===== src/rtl/tid_range_port_selector_defines.svh =====
// assertion helpers
`ifndef TID_RANGE_PORT_SELECTOR_DEFINES_SVH
`define TID_RANGE_PORT_SELECTOR_DEFINES_SVH
`define TRPS_ASSERT_IMPL(label, clk, rst_n, prop) \
    label: assert property (@(posedge clk) disable iff (!rst_n) prop) \
        else $error("assertion failed");
`define TRPS_ASSERT_NEXT(label, clk, rst_n, cond, nxt) \
    label: assert property (@(posedge clk) disable iff (!rst_n) (cond) |=> (nxt)) \
        else $error("assertion failed");
`endif


===== src/rtl/trps_ram.sv =====
`default_nettype none
module trps_ram #(
    parameter int WIDTH = 8,
    parameter int DEPTH = 64
) (
    input  wire logic                     clk,
    input  wire logic                     we,
    input  wire logic [$clog2(DEPTH)-1:0] waddr,
    input  wire logic [WIDTH-1:0]         wdata,
    input  wire logic [$clog2(DEPTH)-1:0] raddr,
    output logic      [WIDTH-1:0]         rdata
);
    logic [WIDTH-1:0] mem [DEPTH];

    always_ff @(posedge clk)
    begin
        if (we)
        begin
            mem[waddr] <= wdata;
        end
        rdata <= mem[raddr];
    end
endmodule
`default_nettype wire


===== config.mk =====
export PLATFORM = sky130hd
export DESIGN_NAME = trps_ram
export DESIGN_NICKNAME = d
export VERILOG_FILES = /design/src/rtl/tid_range_port_selector_defines.svh /design/src/rtl/trps_ram.sv
export SDC_FILE = /design/constraint.sdc
export NUM_CORES = 1
export LEC_CHECK = 0
export BUFFER_PORTS_ARGS = -buffer_cell sky130_fd_sc_hd__buf_4
export CORE_ASPECT_RATIO = 1.25
export CORE_MARGIN = 5
export CORE_UTILIZATION = 56
export DETAILED_ROUTE_END_ITERATION = 6
export PLACE_DENSITY = 0.86
export SLEW_MARGIN = 30
export SYNTH_ARGS = -nofsm -noshare
export SYNTH_HDL_FRONTEND = slang
export SYNTH_SLANG_ARGS = --single-unit

===== constraint.sdc =====
create_clock -name clk -period 2.4 [get_ports clk]
set_input_delay 0.72 -clock clk [delete_from_list [all_inputs] [get_ports clk]]
set_output_delay 0.72 -clock clk [all_outputs]
set_load 0.005 [all_outputs]

==> metrics.txt, run 1 <==
status=finished clean; Setup violations, final=0; Buf/Inv on CP=2; Leak Pwr=7.60 nW; Root Driver=clkbuf_16; # Post-CTS Setup Buffers=0; Ports=30; crit path max-delay cell type=mux4_2; Pwr Density=786 nW/µm²; HP Start=raddr[5]; # fillers=2077; setup TNS=0 ns; fin util=between 60% and 70%; starting density of the core=a little under three fifths; Ys Warns=0; startpoint types=input pin; final WL=49.3 mm; number of port buffers=29; DR vias=10700; Cells after Synth=940; final hold violation count=0; Rows=77; Critical Path RT=approximately 2.8 ns; Die Y=222 µm; TritonCTS clock tree=yes; most common cell after layout, fill and taps aside=edfxtp_1; Worst VDD drop=0.000562 V; Synth Register Bits=between 500 and 600; most frequent cells in the layout=edfxtp_1 (512), buf_4 (157), mux4_2 (126); top_reg_cell synth=edfxtp_1; hold bufs inserted after CTS=0; largest net degree at the start of global routing=65; All-Layer GR Usage=24.8%; final worst-path cycle share=a little over nine tenths; GPL Wtd Cong=roughly 0.84; Via density=between 6 and 7; die area=between 30000 and 40000 µm²; max-slew violations=0; fmax=0.424 GHz; CTS H-tree lvls=2; non-filler cells in the finished layout=between 1500 and 2000; area grow syn2layout=16.1%; cell mode on critical path=mux4_2; hold crit path type=input pin to flip-flop; Reg2Reg Depth=4; share of layout cells above drive strength 1=33.1%; flop-to-flop setup slack=0.31 ns; crit end category=flip-flop; Net Count, Synth=962; Clock Sink Count=520; CP cell instances=clkbuf_8, buf_12, mux4_2, mux4_2, o21ai_0, nand2_1; Arr. time, crit path=2.79 ns; worst clock skew=0.0302 ns; CP Max Fanout=19; DRC=0; total design power=0.0184 W; CTS resizes=0; Synth area leader=edfxtp_1; initial DRC count=1496; DR pass1 iterations=7; max_cap viols=0; CTS Buffer Depth=3; Worst Hold Endpoint=rdata[3]; vias in the first global route=roughly 11000; reg-to-reg critical path startpoint=mem[55][7]; Crit path max-delay family=multiplexers; gr ovfl total=0; Synth top area share=76.2%; DR WL/cell=30.4 µm; Worst path max stage delay=0.54 ns; Syn Area/Cell=about 21 µm²; Cell variety after synth=40; initial antenna violation count=1; Synth async-reset ratio=0%; Routed Antenna Nets=0; Seq/Total Area, Yosys=77.0%; Slew HR=51.7%; Num CTS Buffers=between 40 and 50; Clock transition at path regs=0.07 ns; Least-Margin Pin Slew=0.724 ns; core area=35500 µm²; Post-DP HPWL=29.4 mm; Skew-Pair Late Insertion Delay=0.57 ns; worst hold stages=2; unrepaired setup endpoints after global routing=false; global-route wire length before repair=73.7 mm; DP Cell Count=around 1500; Syn Std Cell Area=20200 µm²; die width=around 180 µm; fin nets=1132; synth top area cells=edfxtp_1 (76%), mux4_2 (14%), nor2_1 (1.5%), mux2i_1 (1.1%), dfxtp_1 (0.79%); reg2reg end=rdata[7]; minimum clock period=between 2 and 2.5 ns; EDFF count, synth=512; Worst Path Class, Setup=input pin to flip-flop
==> worst register-to-register path, cell delays in order (launching register included) <==
cell and delay (ns):
edfxtp_1 0.38, mux4_2 0.49, mux4_2 0.48, o21ai_0 0.50
nand2_1 0.12
==> per-layer routing <==
| metal | vias to the layer above | global-route usage, % | wire (µm) |
|---|---|---|---|
| met5 | - | 0 | 0 |
| met4 | 0 | 10.0 | 2570 |
| met3 | 177 | 4.89 | 4980 |
| met2 | 819 | 42.3 | 25200 |
| met1 | 5478 | 31.6 | 16500 |
| li1 | 4254 | - | - |
==> state kept, by name (all words and copies together), names as in the netlist <==
register / cells
mem: 512
rdata: 8
==> logic make-up after synthesis <==
logic type             after synthesis  share of synthesized area, %
and+or+nand+nor                    153                          3.39
DFF                                520                          77.0
AOI/OAI and AO/OA                   54                          2.07
buffers and inverters               51                          1.57
muxes                              162                          15.9
==> per-stage QoR <==
stage          setup slack [ns]  hold WS, ns  instance area (µm²)
2_1_floorplan            0.0123        0.718                20200
3_3_place_gp             -0.458        0.787                22000
3_5_place_dp             -0.410        0.867                22000
4_1_cts                   0.149        0.513                23400
5_1_grt                  0.0293        0.531                23400
6_report                 0.0393        0.525                23400
==> synth_stat cells, types with 3 or more instances <==
| library cell | n |
|---|---|
| nor3_1 | 7 |
| dfxtp_1 | 8 |
| mux2_2 | 13 |
| mux2i_1 | 23 |
| a221oi_1 | 6 |
| a22oi_1 | 3 |
| nand3b_1 | 3 |
| a211oi_1 | 4 |
| edfxtp_1 | 512 |
| nor2_1 | 83 |
| o22ai_1 | 8 |
| buf_4 | 13 |
| o2111ai_1 | 3 |
| buf_2 | 11 |
| buf_6 | 4 |
| o2bb2ai_1 | 3 |
| nand3_1 | 13 |
| clkbuf_1 | 17 |
| mux4_2 | 126 |
| nand2b_1 | 7 |
| a21oi_1 | 3 |
| buf_1 | 4 |
| o221ai_1 | 8 |
| nor2b_1 | 14 |
| nand2_1 | 19 |
==> worst max-delay path by stage <==
stage | from | endpoint | slack (ns) | cells after the start
after floorplan | raddr[1] | rdata[3] | 0.01 | 7
after CTS | raddr[0] | rdata[6] | 0.15 | 9
after detailed placement | raddr[0] | rdata[6] | -0.41 | 7
final | raddr[0] | rdata[7] | 0.04 | 6
after global routing | raddr[0] | rdata[7] | 0.03 | 6
after global placement | raddr[0] | rdata[5] | -0.46 | 7
==> layout make-up <==
cell class	instances	area, µm²	share of cell area [%]
clock inverters	27	302	1.29
well taps	474	593	2.53
multi-input cells	369	4320	18.4
diodes	1	2.50	0.0107
clock buffers	54	1160	4.95
repair buffers	174	1510	6.46
flip-flops and latches	520	15500	66.3
==> where the power goes <==
group          switching (W)  internal [W]
clock network        0.00315       0.00411
logic               0.000617      0.000453
registers          0.0000373        0.0100
(Power assumes the default switching activity.)
==> run 2: changes to the inputs <==
BUFFER_PORTS_ARGS = not set   (was -buffer_cell sky130_fd_sc_hd__buf_4)
CORE_UTILIZATION = 57   (was 56)
DONT_BUFFER_PORTS = 1   (was not set)
==> metrics.txt, run 2 (synthesis results as in run 1) <==
global-route wire length before repair=71.1 mm (was 73.7 mm); fin nets=1050 (was 1132); area grow syn2layout=12.3% (was 16.1%); HP Start=wdata[6] (was raddr[5]); Leak Pwr=7.17 nW (was 7.60 nW); DR pass1 iterations=6 (was 7); minimum clock period=2.12 ns (was 2.36 ns); Clock transition at path regs=0.07 ns (about the same); Clock Sink Count=520 (unchanged); DP Cell Count=1456 (was 1537); number of port buffers=0 (was 29); placed inst area=21100 µm² (was 22000 µm²); Worst path max stage delay=0.48 ns (was 0.54 ns); biggest regs=mem: 512 flops, rdata: 8 flops (unchanged); Num CTS Buffers=44 (was 45); crit path max-delay cell type=mux4_2 (unchanged); crit end category=flip-flop (unchanged); largest net degree at the start of global routing=138 (was 65); max_cap viols=0 (unchanged); DR WL/cell=31.2 µm (was 30.4 µm); Routed Antenna Nets=0 (unchanged); GPL Wtd Cong=0.853 (was 0.842); Least-Margin Pin Slew=0.680 ns (was 0.724 ns); Skew-Pair Late Insertion Delay=0.56 ns (was 0.57 ns); CTS Buffer Depth=3 (unchanged); Post-DP HPWL=25.9 mm (was 29.4 mm); setup ws final=0.285 ns (was 0.0393 ns); max FFs per register=512 (unchanged); final WL=47.9 mm (was 49.3 mm); die width=178 µm (was 180 µm); vias in the first global route=10700 (was 11200); worst clock skew=0.0121 ns (was 0.0302 ns); worst hold stages=0 (was 2); DR vias=10300 (was 10700); most common cell after layout, fill and taps aside=edfxtp_1 (unchanged); reg2reg end=rdata[6] (was rdata[7]); initial DRC count=1439 (was 1496); gr ovfl total=0 (unchanged); max-slew violations=0 (unchanged); Worst Hold Endpoint=mem[12][6] (was rdata[3]); initial antenna violation count=0 (was 1); DRC=0 (unchanged); setup TNS=0 ns (unchanged); CP Max Fanout=1 (was 19); reg-to-reg critical path startpoint=mem[28][6] (was mem[55][7]); Worst VDD drop=0.000561 V (was 0.000562 V); Reg2Reg Depth=5 (was 4); unrepaired setup endpoints after global routing=false (unchanged); CTS H-tree lvls=2 (unchanged); flop-to-flop setup slack=0.28 ns (was 0.31 ns); Root Driver=clkbuf_16 (unchanged); share of layout cells above drive strength 1=28.2% (was 33.1%); non-filler cells in the finished layout=1537 (was 1619); Biggest register=mem (unchanged); Arr. time, crit path=2.54 ns (was 2.79 ns); hold crit path type=input pin to flip-flop (unchanged); Place WS=-0.0820 ns (was -0.410 ns); CP cell instances=mux4_2, mux2_2, o221a_2, nor3_1, o32ai_1 (was clkbuf_8, buf_12, mux4_2, mux4_2, o21ai_0, nand2_1); final hold violation count=0 (unchanged); Buf/Inv on CP=0 (was 2); TritonCTS clock tree=yes (unchanged); All-Layer GR Usage=25.1% (was 24.8%); CTS resizes=0 (unchanged); startpoint types=flip-flop (was input pin); Crit path max-delay family=multiplexers (unchanged); die area=39300 µm² (was 39900 µm²); design area=22600 µm² (was 23400 µm²); fmax=0.473 GHz (was 0.424 GHz); # fillers=2050 (was 2077); Slew HR=53.5% (was 51.7%); Worst Path Class, Setup=flip-flop to flip-flop (was input pin to flip-flop); hold bufs inserted after CTS=0 (unchanged); Via density=6.70 (was 6.63); status=finished clean (unchanged); core area=35200 µm² (was 35500 µm²); # Post-CTS Setup Buffers=0 (unchanged); Rows=77 (unchanged); Critical Path RT=2.83 ns (was 2.82 ns); final worst-path cycle share=88.1% (was 98.4%); starting density of the core=57.3% (was 56.9%); most frequent cells in the layout=edfxtp_1 (512), mux4_2 (126), buf_4 (93) (was edfxtp_1 (512), buf_4 (157), mux4_2 (126)); Ports=30 (unchanged); Pwr Density=799 nW/µm² (was 786 nW/µm²); Setup violations, final=0 (unchanged); total design power=0.0181 W (was 0.0184 W); Die Y=220 µm (was 222 µm)
## run 2: cell types whose count changed in the layout (fill, tap and decap cells not counted)
cell,previous run,this run
buf_12,16,0
buf_4,157,93
bufinv_16,6,7
clkbuf_1,9,10
clkbuf_8,1,3
clkinv_1,8,4
clkinv_2,6,5
clkinv_4,0,1
clkinv_8,1,0
clkinvlp_4,6,3
inv_6,0,2
## run 2: cell type report
class | count | area (µm²) | area share [%]
Timing Repair Buffer | 93 | 698 | 3.08
Tap cell | 474 | 593 | 2.62
Antenna cell | 1 | 2.50 | 0.0110
Clock inverter | 22 | 299 | 1.32
Sequential cell | 520 | 15500 | 68.6
Multi-Input combinational cell | 369 | 4320 | 19.1
Clock buffer | 58 | 1200 | 5.32
## run 2: routing by layer
metal	share of wire, %	wire (µm)	vias to the layer above	GRT usage, %
li1	-	-	4086	-
met1	33	16100	5256	32.1
met2	51	24500	787	42.0
met3	9.8	4680	168	5.06
met4	5.7	2710	0	12.0
met5	0	0	-	0
## run 2: stage by stage
| stage | hold WS [ns] | utilization [%] |
|---|---|---|
| detailed placement | 0.822 | 60.1 |
| global placement | 0.783 | 60.1 |
| CTS | 0.242 | 64.4 |
| global route | 0.244 | 64.4 |
| floorplan | 0.718 | - |
| finish | 0.268 | 64.4 |
## run 2: worst max-delay path by stage
| stage | start | endpoint | slack, ns | cells after the start |
|---|---|---|---|---|
| 4_1_cts | mem[20][6] | rdata[6] | 0.34 | 5 |
| 3_5_place_dp | raddr[0] | rdata[6] | -0.08 | 5 |
| 5_1_grt | mem[20][6] | rdata[6] | 0.24 | 5 |
| 3_3_place_gp | raddr[0] | rdata[6] | -0.05 | 5 |
| 6_report | mem[28][6] | rdata[6] | 0.28 | 5 |
| 2_1_floorplan | raddr[1] | rdata[3] | 0.01 | 7 |
## run 2: where the power goes
part	switching (W)	internal, W
combinational	0.000243	0.000315
clock	0.00315	0.00431
sequential	0.0000407	0.0100
total	0.00344	0.0147
